===== src/rtl/packed_pixel_palette_decoder_unit_defines.svh =====
// ----------------------------------------------------------------------------
// Packed pixel palette decoder assertion macros
// Shared concurrent assertion forms, clocked on clk_i and held off in reset.
// ----------------------------------------------------------------------------
`ifndef PACKED_PIXEL_PALETTE_DECODER_UNIT_DEFINES_SVH
`define PACKED_PIXEL_PALETTE_DECODER_UNIT_DEFINES_SVH

// The consequent must hold in the same cycle as the antecedent.
`define PPD_ASSERT_SAME(label, ante, cons, msg) \
  label: assert property (@(posedge clk_i) disable iff (!rst_ni) \
    (ante) |-> (cons)) else $error(msg);

// The consequent must hold in the cycle after the antecedent.
`define PPD_ASSERT_NEXT(label, ante, cons, msg) \
  label: assert property (@(posedge clk_i) disable iff (!rst_ni) \
    (ante) |=> (cons)) else $error(msg);

`endif


===== src/rtl/ppd_pkg.sv =====
// ----------------------------------------------------------------------------
// Packed pixel palette decoder package
// Types, codes and colour helper functions shared by the decoder modules.
// ----------------------------------------------------------------------------
package ppd_pkg;

  localparam int unsigned PenRegWidth = 48;
  localparam int unsigned NumPenRegs  = 4;
  localparam int unsigned EntryWidth  = 12;
  localparam int unsigned NumPens     = 16;

  localparam logic [7:0] LevelLow  = 8'h00;
  localparam logic [7:0] LevelMid  = 8'h7F;
  localparam logic [7:0] LevelHigh = 8'hFE;

  localparam logic [4:0] TableSize = 5'd27;

  typedef enum logic [1:0] {
    MODE_TWO_PEN      = 2'd0,
    MODE_FOUR_PEN     = 2'd1,
    MODE_EIGHT_PEN    = 2'd2,
    MODE_FOUR_PEN_ALT = 2'd3
  } mode_e;

  typedef enum logic [2:0] {
    CFG_SCREEN_MODE  = 3'd0,
    CFG_PLUS_COLOURS = 3'd1,
    CFG_PENS_0       = 3'd2,
    CFG_PENS_4       = 3'd3,
    CFG_PENS_8       = 3'd4,
    CFG_PENS_12      = 3'd5
  } cfg_reg_e;

  typedef logic [NumPenRegs-1:0][PenRegWidth-1:0] pen_regs_t;
  typedef logic [NumPens-1:0][EntryWidth-1:0]     pen_entries_t;

  typedef struct packed {
    logic [7:0] red;
    logic [7:0] green;
    logic [7:0] blue;
    logic [3:0] pen;
    logic [2:0] width;
    logic       last;
  } pixel_t;

  function automatic logic [7:0] level_value(input logic [1:0] lvl);
    logic [7:0] res;
    case (lvl)
      2'd1:    res = LevelMid;
      2'd2:    res = LevelHigh;
      default: res = LevelLow;
    endcase
    return res;
  endfunction

  // Splits a table index below 27 into its green, red and blue levels.
  function automatic logic [5:0] table_levels(input logic [4:0] idx);
    logic [1:0] g;
    logic [1:0] r;
    logic [1:0] b;
    logic [4:0] rem9;
    logic [3:0] rem3;
    if (idx >= 5'd18) begin
      g    = 2'd2;
      rem9 = idx - 5'd18;
    end else if (idx >= 5'd9) begin
      g    = 2'd1;
      rem9 = idx - 5'd9;
    end else begin
      g    = 2'd0;
      rem9 = idx;
    end
    if (rem9 >= 5'd6) begin
      r    = 2'd2;
      rem3 = rem9[3:0] - 4'd6;
    end else if (rem9 >= 5'd3) begin
      r    = 2'd1;
      rem3 = rem9[3:0] - 4'd3;
    end else begin
      r    = 2'd0;
      rem3 = rem9[3:0];
    end
    b = rem3[1:0];
    return {g, r, b};
  endfunction

endpackage


===== src/rtl/ppd_pixel.sv =====
// ----------------------------------------------------------------------------
// Packed pixel palette decoder pixel stage
// Picks one pen out of the held byte and turns its palette entry into RGB.
// ----------------------------------------------------------------------------
module ppd_pixel (
  input  logic [7:0]              screen_byte_i,
  input  logic [2:0]              pixel_idx_i,
  input  ppd_pkg::mode_e          mode_i,
  input  logic                    plus_i,
  input  ppd_pkg::pen_regs_t      pens_i,
  output ppd_pkg::pixel_t         pixel_o
);

  ppd_pkg::pen_entries_t entries;
  logic [3:0]            pen;
  logic [2:0]            width;
  logic [2:0]            last_idx;
  logic [11:0]           entry;
  logic [5:0]            levels;
  logic                  in_table;

  assign entries = pens_i;

  always_comb begin
    unique case (mode_i) inside
      ppd_pkg::MODE_TWO_PEN: begin
        if (pixel_idx_i[0]) begin
          pen = {screen_byte_i[0], screen_byte_i[4], screen_byte_i[2], screen_byte_i[6]};
        end else begin
          pen = {screen_byte_i[1], screen_byte_i[5], screen_byte_i[3], screen_byte_i[7]};
        end
        width    = 3'd4;
        last_idx = 3'd1;
      end
      ppd_pkg::MODE_EIGHT_PEN: begin
        pen      = {3'b000, screen_byte_i[~pixel_idx_i]};
        width    = 3'd1;
        last_idx = 3'd7;
      end
      ppd_pkg::MODE_FOUR_PEN, ppd_pkg::MODE_FOUR_PEN_ALT: begin
        pen      = {2'b00, screen_byte_i[{1'b0, ~pixel_idx_i[1:0]}],
                    screen_byte_i[{1'b1, ~pixel_idx_i[1:0]}]};
        width    = 3'd2;
        last_idx = 3'd3;
      end
      default: begin
        pen      = 4'd0;
        width    = 3'd2;
        last_idx = 3'd3;
      end
    endcase
  end

  assign entry    = entries[pen];
  assign in_table = (entry[11:5] == 7'd0) && (entry[4:0] < ppd_pkg::TableSize);
  assign levels   = ppd_pkg::table_levels(entry[4:0]);

  always_comb begin
    pixel_o.pen   = pen;
    pixel_o.width = width;
    pixel_o.last  = (pixel_idx_i == last_idx);
    if (plus_i) begin
      pixel_o.blue  = {entry[3:0], entry[3:0]};
      pixel_o.red   = {entry[7:4], entry[7:4]};
      pixel_o.green = {entry[11:8], entry[11:8]};
    end else if (in_table) begin
      pixel_o.green = ppd_pkg::level_value(levels[5:4]);
      pixel_o.red   = ppd_pkg::level_value(levels[3:2]);
      pixel_o.blue  = ppd_pkg::level_value(levels[1:0]);
    end else begin
      pixel_o.red   = ppd_pkg::LevelLow;
      pixel_o.green = ppd_pkg::LevelLow;
      pixel_o.blue  = ppd_pkg::LevelLow;
    end
  end

endmodule


===== src/rtl/packed_pixel_palette_decoder_unit.sv =====
// ----------------------------------------------------------------------------
// Packed pixel palette decoder unit
// Splits packed video bytes into pens; one RGB pixel word per cycle when unstalled.
// ----------------------------------------------------------------------------
// Channel  Direction  Handshake               Payload
// in       sink       in_valid_i / in_stall_o   screen_byte_i
// out      source     out_valid_o / out_stall_i red, green, blue, pen, width, last
// cfg      sink       cfg_valid_i / cfg_ready_o cfg_index_i, cfg_data_i
//
// A byte yields 2, 4 or 8 pixel words by mode, one per cycle through the
// output register while the output is not stalled.
// A byte's first word passes the byte register and then the output register.
// The next byte is taken on the edge that moves the last pixel of the current one.
// Reset selects four pens per byte, table colours and all palette entries zero.
// A stall on the output holds the output word and any byte being held.
// ----------------------------------------------------------------------------
`include "packed_pixel_palette_decoder_unit_defines.svh"

module packed_pixel_palette_decoder_unit (
  input  logic        clk_i,
  input  logic        rst_ni,
  input  logic        in_valid_i,
  output logic        in_stall_o,
  input  logic [7:0]  screen_byte_i,
  output logic        out_valid_o,
  input  logic        out_stall_i,
  output logic [7:0]  red_o,
  output logic [7:0]  green_o,
  output logic [7:0]  blue_o,
  output logic [3:0]  pen_o,
  output logic [2:0]  pixel_width_o,
  output logic        last_pixel_o,
  input  logic        cfg_valid_i,
  output logic        cfg_ready_o,
  input  logic [2:0]  cfg_index_i,
  input  logic [47:0] cfg_data_i
);

  ppd_pkg::mode_e     mode_q, mode_d;
  logic               plus_q, plus_d;
  ppd_pkg::pen_regs_t pens_q, pens_d;

  logic [7:0]      byte_q, byte_d;
  logic            byte_vld_q, byte_vld_d;
  logic [2:0]      idx_q, idx_d;
  logic            out_vld_q, out_vld_d;
  ppd_pkg::pixel_t out_q, out_d;
  ppd_pkg::pixel_t pixel;
  logic            advance;
  logic            in_take;
  logic            cfg_write;

  assign cfg_ready_o = 1'b1;
  assign cfg_write   = cfg_valid_i & cfg_ready_o;

  always_comb begin
    mode_d = mode_q;
    plus_d = plus_q;
    pens_d = pens_q;
    if (cfg_write) begin
      unique case (ppd_pkg::cfg_reg_e'(cfg_index_i))
        ppd_pkg::CFG_SCREEN_MODE:  mode_d    = ppd_pkg::mode_e'(cfg_data_i[1:0]);
        ppd_pkg::CFG_PLUS_COLOURS: plus_d    = cfg_data_i[0];
        ppd_pkg::CFG_PENS_0:       pens_d[0] = cfg_data_i;
        ppd_pkg::CFG_PENS_4:       pens_d[1] = cfg_data_i;
        ppd_pkg::CFG_PENS_8:       pens_d[2] = cfg_data_i;
        ppd_pkg::CFG_PENS_12:      pens_d[3] = cfg_data_i;
        default: ;
      endcase
    end
  end

  always_ff @(posedge clk_i or negedge rst_ni) begin
    if (!rst_ni) begin
      mode_q <= ppd_pkg::MODE_FOUR_PEN;
      plus_q <= 1'b0;
      pens_q <= '0;
    end else begin
      mode_q <= mode_d;
      plus_q <= plus_d;
      pens_q <= pens_d;
    end
  end

  ppd_pixel u_pixel (
    .screen_byte_i (byte_q),
    .pixel_idx_i   (idx_q),
    .mode_i        (mode_q),
    .plus_i        (plus_q),
    .pens_i        (pens_q),
    .pixel_o       (pixel)
  );

  assign advance    = byte_vld_q & (~out_vld_q | ~out_stall_i);
  assign in_stall_o = byte_vld_q & ~(advance & pixel.last);
  assign in_take    = in_valid_i & ~in_stall_o;

  always_comb begin
    byte_d     = byte_q;
    byte_vld_d = byte_vld_q;
    idx_d      = idx_q;
    if (advance) begin
      idx_d = pixel.last ? 3'd0 : idx_q + 3'd1;
      if (pixel.last) begin
        byte_vld_d = 1'b0;
      end
    end
    if (in_take) begin
      byte_d     = screen_byte_i;
      byte_vld_d = 1'b1;
      idx_d      = 3'd0;
    end
  end

  always_comb begin
    out_d     = out_q;
    out_vld_d = out_vld_q & out_stall_i;
    if (advance) begin
      out_d     = pixel;
      out_vld_d = 1'b1;
    end
  end

  always_ff @(posedge clk_i or negedge rst_ni) begin
    if (!rst_ni) begin
      byte_vld_q <= 1'b0;
      idx_q      <= 3'd0;
      out_vld_q  <= 1'b0;
    end else begin
      byte_vld_q <= byte_vld_d;
      idx_q      <= idx_d;
      out_vld_q  <= out_vld_d;
    end
  end

  always_ff @(posedge clk_i) begin
    byte_q <= byte_d;
    out_q  <= out_d;
  end

  assign out_valid_o   = out_vld_q;
  assign red_o         = out_q.red;
  assign green_o       = out_q.green;
  assign blue_o        = out_q.blue;
  assign pen_o         = out_q.pen;
  assign pixel_width_o = out_q.width;
  assign last_pixel_o  = out_q.last;

  `PPD_ASSERT_SAME(a_take_only_at_end, byte_vld_q && !in_stall_o, advance && pixel.last, "Byte taken before the held byte was finished.")
  `PPD_ASSERT_NEXT(a_take_starts_byte, in_take, byte_vld_q && idx_q == 3'd0, "Accepted byte did not start at its first pixel.")
  `PPD_ASSERT_NEXT(a_advance_fills_out, advance, out_valid_o, "Issued pixel did not reach the output register.")
  `PPD_ASSERT_SAME(a_idx_needs_byte, idx_q != 3'd0, byte_vld_q, "Pixel index moved without a held byte.")

endmodule


===== config.mk =====
export PLATFORM = sky130hd
export DESIGN_NAME = packed_pixel_palette_decoder_unit
export DESIGN_NICKNAME = d
export VERILOG_FILES = /design/src/rtl/ppd_pkg.sv /design/src/rtl/ppd_pixel.sv /design/src/rtl/packed_pixel_palette_decoder_unit.sv
export VERILOG_INCLUDE_DIRS = /design/src /design/src/rtl
export SDC_FILE = /design/constraint.sdc
export NUM_CORES = 1
export LEC_CHECK = 0
export BUFFER_PORTS_ARGS = -buffer_cell sky130_fd_sc_hd__buf_2
export CORE_MARGIN = 1
export CORE_UTILIZATION = 45
export DETAILED_ROUTE_END_ITERATION = 10
export PLACE_DENSITY = 0.7
export SLEW_MARGIN = 20
export SYNTH_ARGS = -nofsm -noshare
export SYNTH_HDL_FRONTEND = slang
export SYNTH_SLANG_ARGS = --single-unit

===== constraint.sdc =====
create_clock -name clk_i -period 5 [get_ports clk_i]
set_input_delay 0 -clock clk_i [delete_from_list [all_inputs] [get_ports clk_i]]
set_output_delay 0 -clock clk_i [all_outputs]
set_load 0.05 [all_outputs]

# Word level (Yosys, flattened, before mapping)
# Cells that the tools add are included.
# totals
out_inout_bits	35
input_bits	64
wordCells	103
register_bits	240
# classes
magnitude_cmp	9
n_mux	32
n_bitwise	12
n_reduce_logical	14
addsub	5
eq_ne	15
# ops
operator	count
binary-select mux 12 bit (select 4 bit)	1
2-to-1 mux 24 bit	2
case mux 8 bit (2 select lines)	3
AND reduction 2 bit	7
2-to-1 mux 12 bit	1
case mux 3 bit (2 select lines)	2
case mux 4 bit (3 select lines)	1
== test 2 bit (second input constant)	5
2-to-1 mux 5 bit	2
2-to-1 mux 1 bit	9
2-to-1 mux 3 bit	3
== test 2 x 1 -> 1 bit (second input constant)	4
< comparator 3 x 4 -> 1 bit (second input constant)	2
2-to-1 mux 2 bit	4
logical NOT 7 bit	1
== test 3 x 2 -> 1 bit (second input constant)	2
== test 3 bit (second input constant)	2
bitwise AND 1 bit	5
>= comparator 5 x 2 -> 1 bit (second input constant)	1
>= comparator 5 x 3 -> 1 bit (second input constant)	1
>= comparator 5 x 4 -> 1 bit (second input constant)	1
>= comparator 5 bit (second input constant)	1
< comparator 4 x 5 -> 1 bit (second input constant)	1
< comparator 5 bit (second input constant)	1
other kinds (19)	25

# Depth between registers and ports, before layout
# Gate-level depths: netlist of run 1.
# logic_depth
ltp_word	16
depth_mapped	25
ltp_nobuf	22

# Cells and area by module
# A second synthesis of run 1 with hierarchy kept.
# hier_totals
cells_unflattened	915
hier_area_um2	12056.6
# modules_own_cells
module	seq_area_each_um2	cells_each	area_each_um2	n_inst
packed_pixel_palette_decoder_unit	6207.2	486	9011.1	1
ppd_pixel	0.0	429	3045.4	1

# Worst setup path before layout of run 1
# Ideal clock, no wire load.
# synth_timing
path_kind	register to register
startpoint	reg idx_q[0]
endpoint	reg out_q (netlist bit blue_o[5]), data pin
n_path_buf	2
setup_slack_ns	-0.438
period_less_slack_ns	5.438
t_arrival_ns	5.284
setup_ns	0.154
path_stages_with_launch	22
t_required_ns	4.846
path_cell_list	dfrtp_1 > buf_6 > mux4_2 > o2bb2ai_4 > nor2_8 > mux4_1 > mux2_2 > a211oi_2 > ha_1 > clkbuf_1 > nand2_1 > o21ai_0 > o221ai_2 > nor2_1 > inv_1 > ha_1 > nor3_2 > nand4_1 > o211a_1 > ha_1 > or2_1 > o21ai_0
# synth_rtl
item	line	text
start: declaration	packed_pixel_palette_decoder_unit.sv:45	logic [2:0] idx_q, idx_d;
start signal: assignment	packed_pixel_palette_decoder_unit.sv:131	idx_q <= idx_d;
end signal: assignment	packed_pixel_palette_decoder_unit.sv:138	out_q <= out_d;
end: declaration	packed_pixel_palette_decoder_unit.sv:47	ppd_pkg::pixel_t out_q, out_d;

# Final worst setup path of run 1
# layout_timing
startpoint	reg idx_q[0]
endpoint	reg out_q (netlist bit blue_o[6]), data pin
# layout_via
elab_chain_cells	16
word_cells_on_any_way	32
classes_between	4 x add/sub; 5 x order compare; 2 x eq/ne; 17 x mux; 2 x bitwise; 2 x reduce/logical
# layout_rtl
item	line	text
inverter 3 bit or inverter 2 bit (tied branches)	ppd_pixel.sv:36, ppd_pixel.sv:41, ppd_pixel.sv:42	
binary-select mux 1 bit (select 3 bit), or another cell as far along	ppd_pixel.sv:36	pen = {3'b000, screen_byte_i[~pixel_idx_i]};
2-to-1 mux 1 bit (on tied branches)	ppd_pixel.sv:36, ppd_pixel.sv:41, ppd_pixel.sv:42	
case mux 4 bit (3 select lines) (*)	ppd_pixel.sv:25	unique case (mode_i) inside
binary-select mux 12 bit (select 4 bit) (*)	ppd_pixel.sv:54	assign entry = entries[pen];
2-to-1 mux 12 bit (not written as such) (*)	ppd_pixel.sv:54	
subtractor 5 x 4 -> 5 bit or >= comparator 5 x 4 -> 1 bit (tied branches)	ppd_pkg.sv:68, ppd_pkg.sv:66	
2-to-1 mux 5 bit	ppd_pkg.sv:66	end else if (idx >= 5'd9) begin
2-to-1 mux 5 bit	ppd_pkg.sv:63	if (idx >= 5'd18) begin
>= comparator 5 x 2 -> 1 bit or subtractor 2 bit (tied branches)	ppd_pkg.sv:76, ppd_pkg.sv:78	
2-to-1 mux 2 bit	ppd_pkg.sv:76	end else if (rem9 >= 5'd3) begin
2-to-1 mux 2 bit	ppd_pkg.sv:73	if (rem9 >= 5'd6) begin
== test 2 bit or == test 2 x 1 -> 1 bit (tied branches)	ppd_pkg.sv:48	case (lvl)
case mux 8 bit (2 select lines)	ppd_pkg.sv:48	
2-to-1 mux 24 bit	ppd_pixel.sv:66	end else if (in_table) begin
2-to-1 mux 24 bit (*)	ppd_pixel.sv:62	if (plus_i) begin
# Mark *: on every way between the ends. The rest lies on a longest branch, timed or not. The select of a mux whose other input is x is not followed.
# A chain may end at the register's enable or synchronous reset.

==> results of run 1 <==
[routing by layer]
| layer | track usage, % | vias to the layer above |
|---|---|---|
| li1 | - | 3779 |
| met4 | 5.875 | 0 |
| met1 | 30.39 | 4200 |
| met5 | 0 | - |
| met3 | 3.218 | 45 |
| met2 | 35.17 | 237 |
[worst max-delay path by stage]
stage,from,end,slack [ps]
6_report,idx_q[0],blue_o[6],120
2_1_floorplan,idx_q[0],blue_o[5],1
3_3_place_gp,idx_q[0],blue_o[6],50
5_1_grt,idx_q[0],blue_o[6],-9
3_5_place_dp,idx_q[0],blue_o[6],-150
4_1_cts,idx_q[0],blue_o[6],30
[worst max-delay path: stages, from the launching register on]
cell and delay [ps]:
sky130_fd_sc_hd__dfrtp_2 410, sky130_fd_sc_hd__mux4_2 550, sky130_fd_sc_hd__o21a_4 160, sky130_fd_sc_hd__nor2_8 170, sky130_fd_sc_hd__mux4_2 510, sky130_fd_sc_hd__mux2_4 290, sky130_fd_sc_hd__a211oi_4 250, sky130_fd_sc_hd__buf_4 150
sky130_fd_sc_hd__inv_2 40, sky130_fd_sc_hd__ha_4 160, sky130_fd_sc_hd__and4_4 150, sky130_fd_sc_hd__or4_4 540, sky130_fd_sc_hd__o221ai_4 90, sky130_fd_sc_hd__nor2_4 60, sky130_fd_sc_hd__inv_2 70, sky130_fd_sc_hd__ha_4 150
sky130_fd_sc_hd__a21o_1 80, sky130_fd_sc_hd__a21oi_1 70, sky130_fd_sc_hd__o211a_1 220, sky130_fd_sc_hd__ha_1 270, sky130_fd_sc_hd__or2_4 250, sky130_fd_sc_hd__o21ai_2 70
[kinds of logic (layout without fill, tap and decap cells)]
family          Yosys count  after routing  synth area share, %
simple gates            252            252                10.62
mux                     239            239                23.51
flops                   234            234                52.54
compound gates          119            119                8.245
buf+inv                  81            289                3.915
fa+ha+maj                 9              9               0.9816
xor+xnor                  2              2               0.1527
other cells               1              2              0.03269
[layout make-up]
class	instances	area, µm²	share of cell area, %
Clock buffer	40	827.0	5.835
Inverter	20	77.57	0.5473
Tap cell	330	412.9	2.913
Sequential cell	234	6028	42.53
Multi-Input combinational cell	622	5132	36.21
Antenna cell	1	2.502	0.01765
Timing Repair Buffer	221	1627	11.48
Clock inverter	8	67.56	0.4767
[synthesized netlist by cell type (all sizes together) (8+ instances only)]
cell type / instances / area, µm²
nand4: 8 / 50.05
o21ai: 28 / 143.9
nor2: 14 / 71.32
edfxtp: 34 / 1021
mux2: 201 / 2263
buf: 38 / 287.8
nand3: 47 / 240.2
nor3: 13 / 75.07
ha: 9 / 112.6
nand2: 126 / 475.5
inv: 20 / 75.07
dfrtp: 199 / 4980
clkbuf: 23 / 86.33
a21oi: 23 / 126.4
mux2i: 34 / 340.3
and3: 13 / 86.33
[flip-flops by register name, indices dropped and copies added, names as in the netlist]
name / count
red_o: 6
pens_q: 192
idx_q: 3
out_valid_o: 1
pixel_width_o: 3
blue_o: 6
last_pixel_o: 1
mode_q: 2
plus_q: 1
pen_o: 4
byte_vld_q: 1
byte_q: 8
green_o: 6
[timing repair]
action	in CTS	in global routing
setup buffers	7	5
gates resized for setup	6	13
gates cloned	0	1
hold buffers	62	0
endpoints found under the hold margin	287	0
pin swaps	6	9
endpoints found under the setup margin	4	6
[cell usage in the layout (no fill, tap or decap), types with 11 or more instances in the layout]
master and n:
sky130_fd_sc_hd__nand3_1 44, sky130_fd_sc_hd__buf_2 96, sky130_fd_sc_hd__clkbuf_16 30, sky130_fd_sc_hd__a21oi_1 22, sky130_fd_sc_hd__o21ai_0 22, sky130_fd_sc_hd__mux2_2 200
sky130_fd_sc_hd__inv_1 13, sky130_fd_sc_hd__nand2_1 125, sky130_fd_sc_hd__and3_1 11, sky130_fd_sc_hd__mux2i_1 34, sky130_fd_sc_hd__dfrtp_1 198, sky130_fd_sc_hd__dlygate4sd3_1 62
sky130_fd_sc_hd__edfxtp_1 34, sky130_fd_sc_hd__buf_4 58
[power by group through the flow]
| stage | logic, mW | clock network [mW] | registers (mW) |
|---|---|---|---|
| final | 4.76 | 1.95 | 2.66 |
| after floorplan | 2.96 | 0 | 2.89 |
| after global placement | 4.16 | 0 | 2.67 |
| after detailed placement | 4.24 | 0 | 2.69 |
| after global routing | 5.10 | 2.06 | 2.72 |
| after CTS | 4.49 | 1.98 | 2.66 |
[stage by stage]
stage                     util, %  power [mW]  worst slack [ps]
after global routing        56.45       9.884            -9.146
after CTS                   55.98       9.126             26.49
after global placement      49.61       6.834             52.35
after floorplan                 -       5.856             1.108
final                       56.45       9.372             118.2
after detailed placement    49.61       6.927            -150.1
==> flow_results.xml, run 1 <==
<?xml version="1.0" encoding="UTF-8"?>
<metrics>
  <group name="setup_path">
    <metric name="cp_data_arrival_time" unit="ps">5260</metric>
    <metric name="rrSetupSlack" unit="ps">120</metric>
    <metric name="timing.critical_path.from_type" unit="">flop</metric>
    <metric name="regToRegEndpoint" unit="">blue_o[6]</metric>
    <metric name="end_kind" unit="">flop</metric>
    <metric name="required_time_of_the_critical_path" unit="ps">5380</metric>
    <metric name="critical_path_peak_fanout" unit="">4</metric>
    <metric name="reg2regPathDepth" unit="">21</metric>
    <metric name="criticalPathCategory" unit="">reg -&gt; reg</metric>
    <metric name="reg2reg_from" unit="">idx_q[0]</metric>
  </group>
  <group name="clock_tree">
    <metric name="path_clk_slew" unit="ps">60</metric>
    <metric name="clock_tree_buffer_depth" unit="">3</metric>
    <metric name="clock_insertion_delay_worst_skew" unit="ps">530</metric>
    <metric name="numClockSinks" unit="">234</metric>
    <metric name="cts-htree-levels" unit="">1</metric>
    <metric name="clk_root_buffer_cell" unit="">sky130_fd_sc_hd__clkbuf_16</metric>
    <metric name="cts-buffers-inserted" unit="">26</metric>
    <metric name="tritoncts" unit="">built</metric>
  </group>
  <group name="routing">
    <metric name="sum_of_met2_wire_segment_lengths_after_detailed_routing" unit="µm">13240</metric>
    <metric name="detail_route.wirelength" unit="µm">28080</metric>
    <metric name="highest-signal-layer" unit="">met4</metric>
    <metric name="post_drt_via_cell_ratio" unit="">5.597</metric>
    <metric name="number_of_drc_markers_after_the_initial_detailed_route_iteration" unit="">488</metric>
    <metric name="met3_wirelength_from_detailed_routing" unit="µm">1499</metric>
    <metric name="drcViolationCount" unit="">0</metric>
    <metric name="via_count" unit="">8261</metric>
    <metric name="drt-met1-wl" unit="µm">12830</metric>
    <metric name="drt-wirelength-per-cell" unit="µm">19.02</metric>
    <metric name="drt_pre_antenna_iters" unit="">5</metric>
    <metric name="antenna_left" unit="">0</metric>
  </group>
  <group name="layout">
    <metric name="number_of_non_filler_instances_in_the_completed_layout" unit="">1476</metric>
    <metric name="filler_cell_count" unit="">2121</metric>
    <metric name="fin_area" unit="µm²">14170</metric>
    <metric name="area_delta_synth_final" unit="%">23.56</metric>
    <metric name="layout-drive-gt1-share" unit="%">40.17</metric>
    <metric name="nets" unit="">1198</metric>
  </group>
  <group name="pwr">
    <metric name="share_clk_of_total_power" unit="%">20.8</metric>
    <metric name="static-leakage-power" unit="nW">6.179</metric>
    <metric name="powerDensity" unit="nW/µm²">661.2</metric>
    <metric name="combinational_share_of_power" unit="%">50.7</metric>
    <metric name="switching_share" unit="%">39.17</metric>
    <metric name="internal-power" unit="mW">5.701</metric>
    <metric name="total_switching_power" unit="mW">3.671</metric>
    <metric name="power.ir.vdd_worst" unit="µV">536.8</metric>
    <metric name="p_seq_share" unit="%">28.4</metric>
  </group>
  <group name="floorplan">
    <metric name="io-pin-count" unit="">99</metric>
    <metric name="design.core.area" unit="µm²">25110</metric>
    <metric name="rows" unit="">58</metric>
    <metric name="die-area" unit="µm²">26140</metric>
    <metric name="die_width" unit="µm">161.7</metric>
    <metric name="floorplan_die_height" unit="µm">161.7</metric>
    <metric name="starting_density" unit="%">45.69</metric>
  </group>
  <group name="synthesis">
    <metric name="synthArstFlopShare" unit="%">85.47</metric>
    <metric name="synth.lib_cells_used.distinct" unit="">89</metric>
    <metric name="postSynthCellCount" unit="">937</metric>
    <metric name="syn_area" unit="µm²">11470</metric>
    <metric name="yosys_register_bits" unit="">234</metric>
    <metric name="syn_nets" unit="">1010</metric>
    <metric name="synth_enable_flop_cells" unit="">34</metric>
    <metric name="synthFlopType" unit="">sky130_fd_sc_hd__dfrtp_1</metric>
    <metric name="ys_seq_area_share" unit="%">52.54</metric>
    <metric name="ys_warn_count" unit="">0</metric>
    <metric name="postSynthAreaPerCell" unit="µm²">12.24</metric>
  </group>
  <group name="sta">
    <metric name="fmax" unit="GHz">0.2048</metric>
    <metric name="relSlewSlack" unit="%">46.87</metric>
    <metric name="period_needed" unit="ps">4882</metric>
    <metric name="tightest_slew" unit="ps">796.9</metric>
    <metric name="finalCritPeriodShare" unit="%">97.64</metric>
    <metric name="final-setup-viol-count" unit="">0</metric>
    <metric name="report.final.slew_viol_count" unit="">0</metric>
    <metric name="hold_violations" unit="">0</metric>
    <metric name="tns" unit="ps">0</metric>
    <metric name="finalHoldWorstSlack" unit="ps">45.39</metric>
    <metric name="fin_skew" unit="ps">16.15</metric>
  </group>
  <group name="min_path">
    <metric name="timing.hold.worst_endpoint" unit="">plus_q</metric>
    <metric name="type_of_the_most_critical_hold_path" unit="">in -&gt; reg</metric>
    <metric name="worst_hold_startpoint" unit="">cfg_index_i[2]</metric>
    <metric name="hold-path-cell-count" unit="">5</metric>
  </group>
  <group name="global_routing">
    <metric name="grt_util_all_layers" unit="%">21.66</metric>
    <metric name="antenna_found_initial" unit="">1</metric>
    <metric name="global_route_wire_length_before_repair" unit="µm">44770</metric>
    <metric name="first_global_vias" unit="">8202</metric>
    <metric name="grt_start_max_net_pins" unit="">85</metric>
    <metric name="grt_remaining_overflow" unit="">0</metric>
  </group>
  <group name="job">
    <metric name="drv_cap" unit="">0</metric>
  </group>
  <group name="outcome">
    <metric name="run_status" unit="">complete, no violations</metric>
  </group>
  <group name="placement">
    <metric name="place_hpwl" unit="µm">17970</metric>
    <metric name="gp_routability_congestion" unit="">0.8872</metric>
    <metric name="portBuffers" unit="">97</metric>
    <metric name="placement.cell_area" unit="µm²">12460</metric>
    <metric name="cell_count_post_placement" unit="">1352</metric>
  </group>
</metrics>
Power figures use the tool's default switching activity.
==> inputs of run 2 (changes only) <==
--- a/config.mk
+++ b/config.mk
@@ -7,10 +7,12 @@
 export NUM_CORES = 1
 export LEC_CHECK = 0
 export BUFFER_PORTS_ARGS = -buffer_cell sky130_fd_sc_hd__buf_2
+export CORE_ASPECT_RATIO = 1.25
 export CORE_MARGIN = 1
 export CORE_UTILIZATION = 45
 export DETAILED_ROUTE_END_ITERATION = 10
 export PLACE_DENSITY = 0.7
+export SKIP_CTS_REPAIR_TIMING = 1
 export SLEW_MARGIN = 20
 export SYNTH_ARGS = -nofsm -noshare
 export SYNTH_HDL_FRONTEND = slang
==> run 2 against run 1 <==
The flow now finishes with violations (negative hold slack); largest cell class unchanged; clock skew decreased by 7.6 ps; register-to-register slack got worse by 90 ps; global-route usage decreased by 0.78 points; combinational power increased by 2%; critical path type unchanged; fmax decreased by 1.9%.
==> flow_results.xml, run 2 (synthesis results as in run 1) <==
<?xml version="1.0" encoding="UTF-8"?>
<metrics>
  <group name="layout">
    <metric name="number_of_flip_flops_in_the_largest_register" unit="">192</metric>
    <metric name="largestRegisters" unit="">pens_q: 192 flops, byte_q: 8 flops</metric>
    <metric name="registers.top_by_ff_count" unit="">pens_q</metric>
    <metric name="final_core_util" unit="%">56.68</metric>
    <metric name="layout.cells.most_common" unit="">sky130_fd_sc_hd__mux2_2</metric>
    <metric name="nets" unit="">1192</metric>
    <metric name="filler_cell_count" unit="">2021</metric>
    <metric name="area_delta_synth_final" unit="%">22.25</metric>
    <metric name="layout-drive-gt1-share" unit="%">39.40</metric>
    <metric name="final-seq-area" unit="µm²">6028</metric>
    <metric name="mostFrequentLayoutCells" unit="">200 x sky130_fd_sc_hd__mux2_2, 198 x sky130_fd_sc_hd__dfrtp_1, 124 x sky130_fd_sc_hd__nand2_1</metric>
    <metric name="antenna-diode-count" unit="">0</metric>
    <metric name="multiInputGateArea" unit="µm²">5141</metric>
    <metric name="fin_area" unit="µm²">14020</metric>
  </group>
  <group name="sta">
    <metric name="fin_skew" unit="ps">8.602</metric>
    <metric name="relSlewSlack" unit="%">34.49</metric>
    <metric name="tightest_slew" unit="ps">980.4</metric>
    <metric name="report.final.slew_viol_count" unit="">0</metric>
    <metric name="finalHoldWorstSlack" unit="ps">-27.73</metric>
    <metric name="rsz_0062_raised_after_global_routing" unit="">yes</metric>
    <metric name="final-setup-viol-count" unit="">0</metric>
    <metric name="tns" unit="ps">0</metric>
    <metric name="period_needed" unit="ps">4975</metric>
    <metric name="hold_violations" unit="">1</metric>
    <metric name="fmax" unit="GHz">0.2010</metric>
    <metric name="finalCritPeriodShare" unit="%">99.50</metric>
  </group>
  <group name="global_routing">
    <metric name="global_route_wire_length_before_repair" unit="µm">42390</metric>
    <metric name="grt_remaining_overflow" unit="">0</metric>
    <metric name="grt_start_max_net_pins" unit="">100</metric>
    <metric name="first_global_vias" unit="">7923</metric>
    <metric name="antenna_found_initial" unit="">0</metric>
    <metric name="grt_util_all_layers" unit="%">20.89</metric>
  </group>
  <group name="setup_path">
    <metric name="timing.critical_path.from_type" unit="">flop</metric>
    <metric name="cp_data_arrival_time" unit="ps">5350</metric>
    <metric name="crit_path_cell_trace" unit="">mux4_2 &gt; o2bb2ai_4 &gt; nor2_8 &gt; mux4_2 &gt; mux2_4 &gt; a211oi_4 &gt; buf_6 &gt; ha_4 &gt; nand4_1 &gt; a31o_1 &gt; and3_4 &gt; nor2_4 &gt; inv_2 &gt; ha_4 &gt; nor3_4 &gt; nand4_1 &gt; o211a_1 &gt; ha_1 &gt; or2_1 &gt; o21ai_1</metric>
    <metric name="critical_path_peak_fanout" unit="">5</metric>
    <metric name="crit_slowest_cell" unit="">sky130_fd_sc_hd__mux4_2</metric>
    <metric name="end_kind" unit="">flop</metric>
    <metric name="required_time_of_the_critical_path" unit="ps">5370</metric>
    <metric name="criticalPathCategory" unit="">reg -&gt; reg</metric>
    <metric name="reg2reg_from" unit="">idx_q[0]</metric>
    <metric name="setup.worst_path.start" unit="">idx_q[0]</metric>
    <metric name="timing.critical_path.slowest_cell_delay" unit="ps">570</metric>
  </group>
  <group name="clock_tree">
    <metric name="clock_insertion_delay_worst_skew" unit="ps">520</metric>
    <metric name="cts-htree-levels" unit="">1</metric>
    <metric name="numClockSinks" unit="">234</metric>
    <metric name="clock_tree_buffer_depth" unit="">3</metric>
    <metric name="path_clk_slew" unit="ps">60</metric>
    <metric name="tritoncts" unit="">built</metric>
    <metric name="cts-buffers-inserted" unit="">24</metric>
    <metric name="clk_root_buffer_cell" unit="">sky130_fd_sc_hd__clkbuf_16</metric>
  </group>
  <group name="placement">
    <metric name="placement.cell_area" unit="µm²">12440</metric>
    <metric name="gp_routability_congestion" unit="">0.9061</metric>
    <metric name="portBuffers" unit="">97</metric>
    <metric name="place_hpwl" unit="µm">17700</metric>
  </group>
  <group name="min_path">
    <metric name="worst_hold_startpoint" unit="">cfg_index_i[0]</metric>
    <metric name="type_of_the_most_critical_hold_path" unit="">in -&gt; reg</metric>
  </group>
  <group name="outcome">
    <metric name="run_status" unit="">finished with violations</metric>
    <metric name="failed_checks" unit="">negative hold slack</metric>
  </group>
  <group name="pwr">
    <metric name="powerDensity" unit="nW/µm²">659.5</metric>
    <metric name="static-leakage-power" unit="nW">6.094</metric>
    <metric name="power.ir.vdd_worst" unit="µV">426.0</metric>
    <metric name="totalPowerFinal" unit="mW">9.249</metric>
  </group>
  <group name="job">
    <metric name="drv_cap" unit="">0</metric>
  </group>
  <group name="routing">
    <metric name="drt_pre_antenna_iters" unit="">5</metric>
    <metric name="detail_route.wirelength" unit="µm">27440</metric>
    <metric name="via_count" unit="">8141</metric>
    <metric name="drt-wirelength-per-cell" unit="µm">18.70</metric>
    <metric name="number_of_drc_markers_after_the_initial_detailed_route_iteration" unit="">455</metric>
    <metric name="antenna_left" unit="">0</metric>
    <metric name="drcViolationCount" unit="">0</metric>
    <metric name="post_drt_via_cell_ratio" unit="">5.549</metric>
  </group>
  <group name="floorplan">
    <metric name="rows" unit="">64</metric>
    <metric name="io-pin-count" unit="">99</metric>
    <metric name="die_width" unit="µm">144.8</metric>
    <metric name="starting_density" unit="%">46.36</metric>
    <metric name="design.core.area" unit="µm²">24740</metric>
    <metric name="floorplan_die_height" unit="µm">180.5</metric>
    <metric name="die-area" unit="µm²">26140</metric>
  </group>
</metrics>
==> run 2: cell count changes in the layout (fill, tap and decap cells not counted), moves of 2 or more <==
cell	previous run	this run
sky130_fd_sc_hd__clkbuf_16	30	26
sky130_fd_sc_hd__buf_4	58	55
sky130_fd_sc_hd__clkbuf_8	7	4
sky130_fd_sc_hd__o21ai_2	4	1
sky130_fd_sc_hd__clkinv_1	3	5
sky130_fd_sc_hd__ha_4	2	4
sky130_fd_sc_hd__o21ai_1	2	4
sky130_fd_sc_hd__or2_1	0	2
sky130_fd_sc_hd__or2_4	2	0
==> run 2: worst max-delay path, delay by kind of cell (launching register included) <==
kind / cells / cell delay (ps)
and+or+nand+nor: 7 / 1250
adders and majority gates: 3 / 570
AOI/OAI and AO/OA: 5 / 980
muxes: 3 / 1380
buffers and inverters: 2 / 220
DFF: 1 / 410
==> run 2: layout make-up <==
| cell class | count | area share [%] |
|---|---|---|
| Tap cell | 330 | 2.944 |
| Multi-Input combinational cell | 622 | 36.66 |
| Clock inverter | 12 | 0.6334 |
| Sequential cell | 234 | 42.98 |
| Timing Repair Buffer | 217 | 11.37 |
| Inverter | 20 | 0.5531 |
| Clock buffer | 32 | 4.862 |
==> run 2: through the flow <==
stage | instances | setup WS, ps | hold slack [ps]
floorplan | 937 | 1.108 | -295.6
global placement | 1350 | 64.19 | 132.2
detailed placement | 1350 | -78.07 | 126.8
CTS | 1394 | -101.9 | -415.7
global route | 1467 | -225.3 | -1.029
finish | 1467 | 25.10 | -27.73
==> run 2: per-layer routing <==
layer / vias up / part of all wire (%) / GRT usage [%]
li1: 3779 / - / -
met1: 4092 / 43 / 26.98
met2: 216 / 50 / 34.98
met3: 54 / 4.6 / 3.402
met4: 0 / 3.0 / 7.621
met5: - / 0 / 0
==> run 2: where the power goes <==
part,internal [mW],switching [mW],leakage (nW),total (mW)
registers,2.42,0.233,2.73,2.66
clock network,1.01,0.740,0.377,1.75
logic,2.08,2.77,2.99,4.84
==> run 2: path summary, 6_finish.rpt <==
path | end | slack, ps | cells past startpoint
hold / removal | plus_q | -30 | 3
setup reg to reg | blue_o[6] | 30 | 20
min in group asynchronous | pens_q[76] | 130 | 2
hold reg to reg | out_valid_o | 490 | 1
max in group asynchronous | pens_q[167] | 3620 | 3
setup / recovery | blue_o[6] | 30 | 20
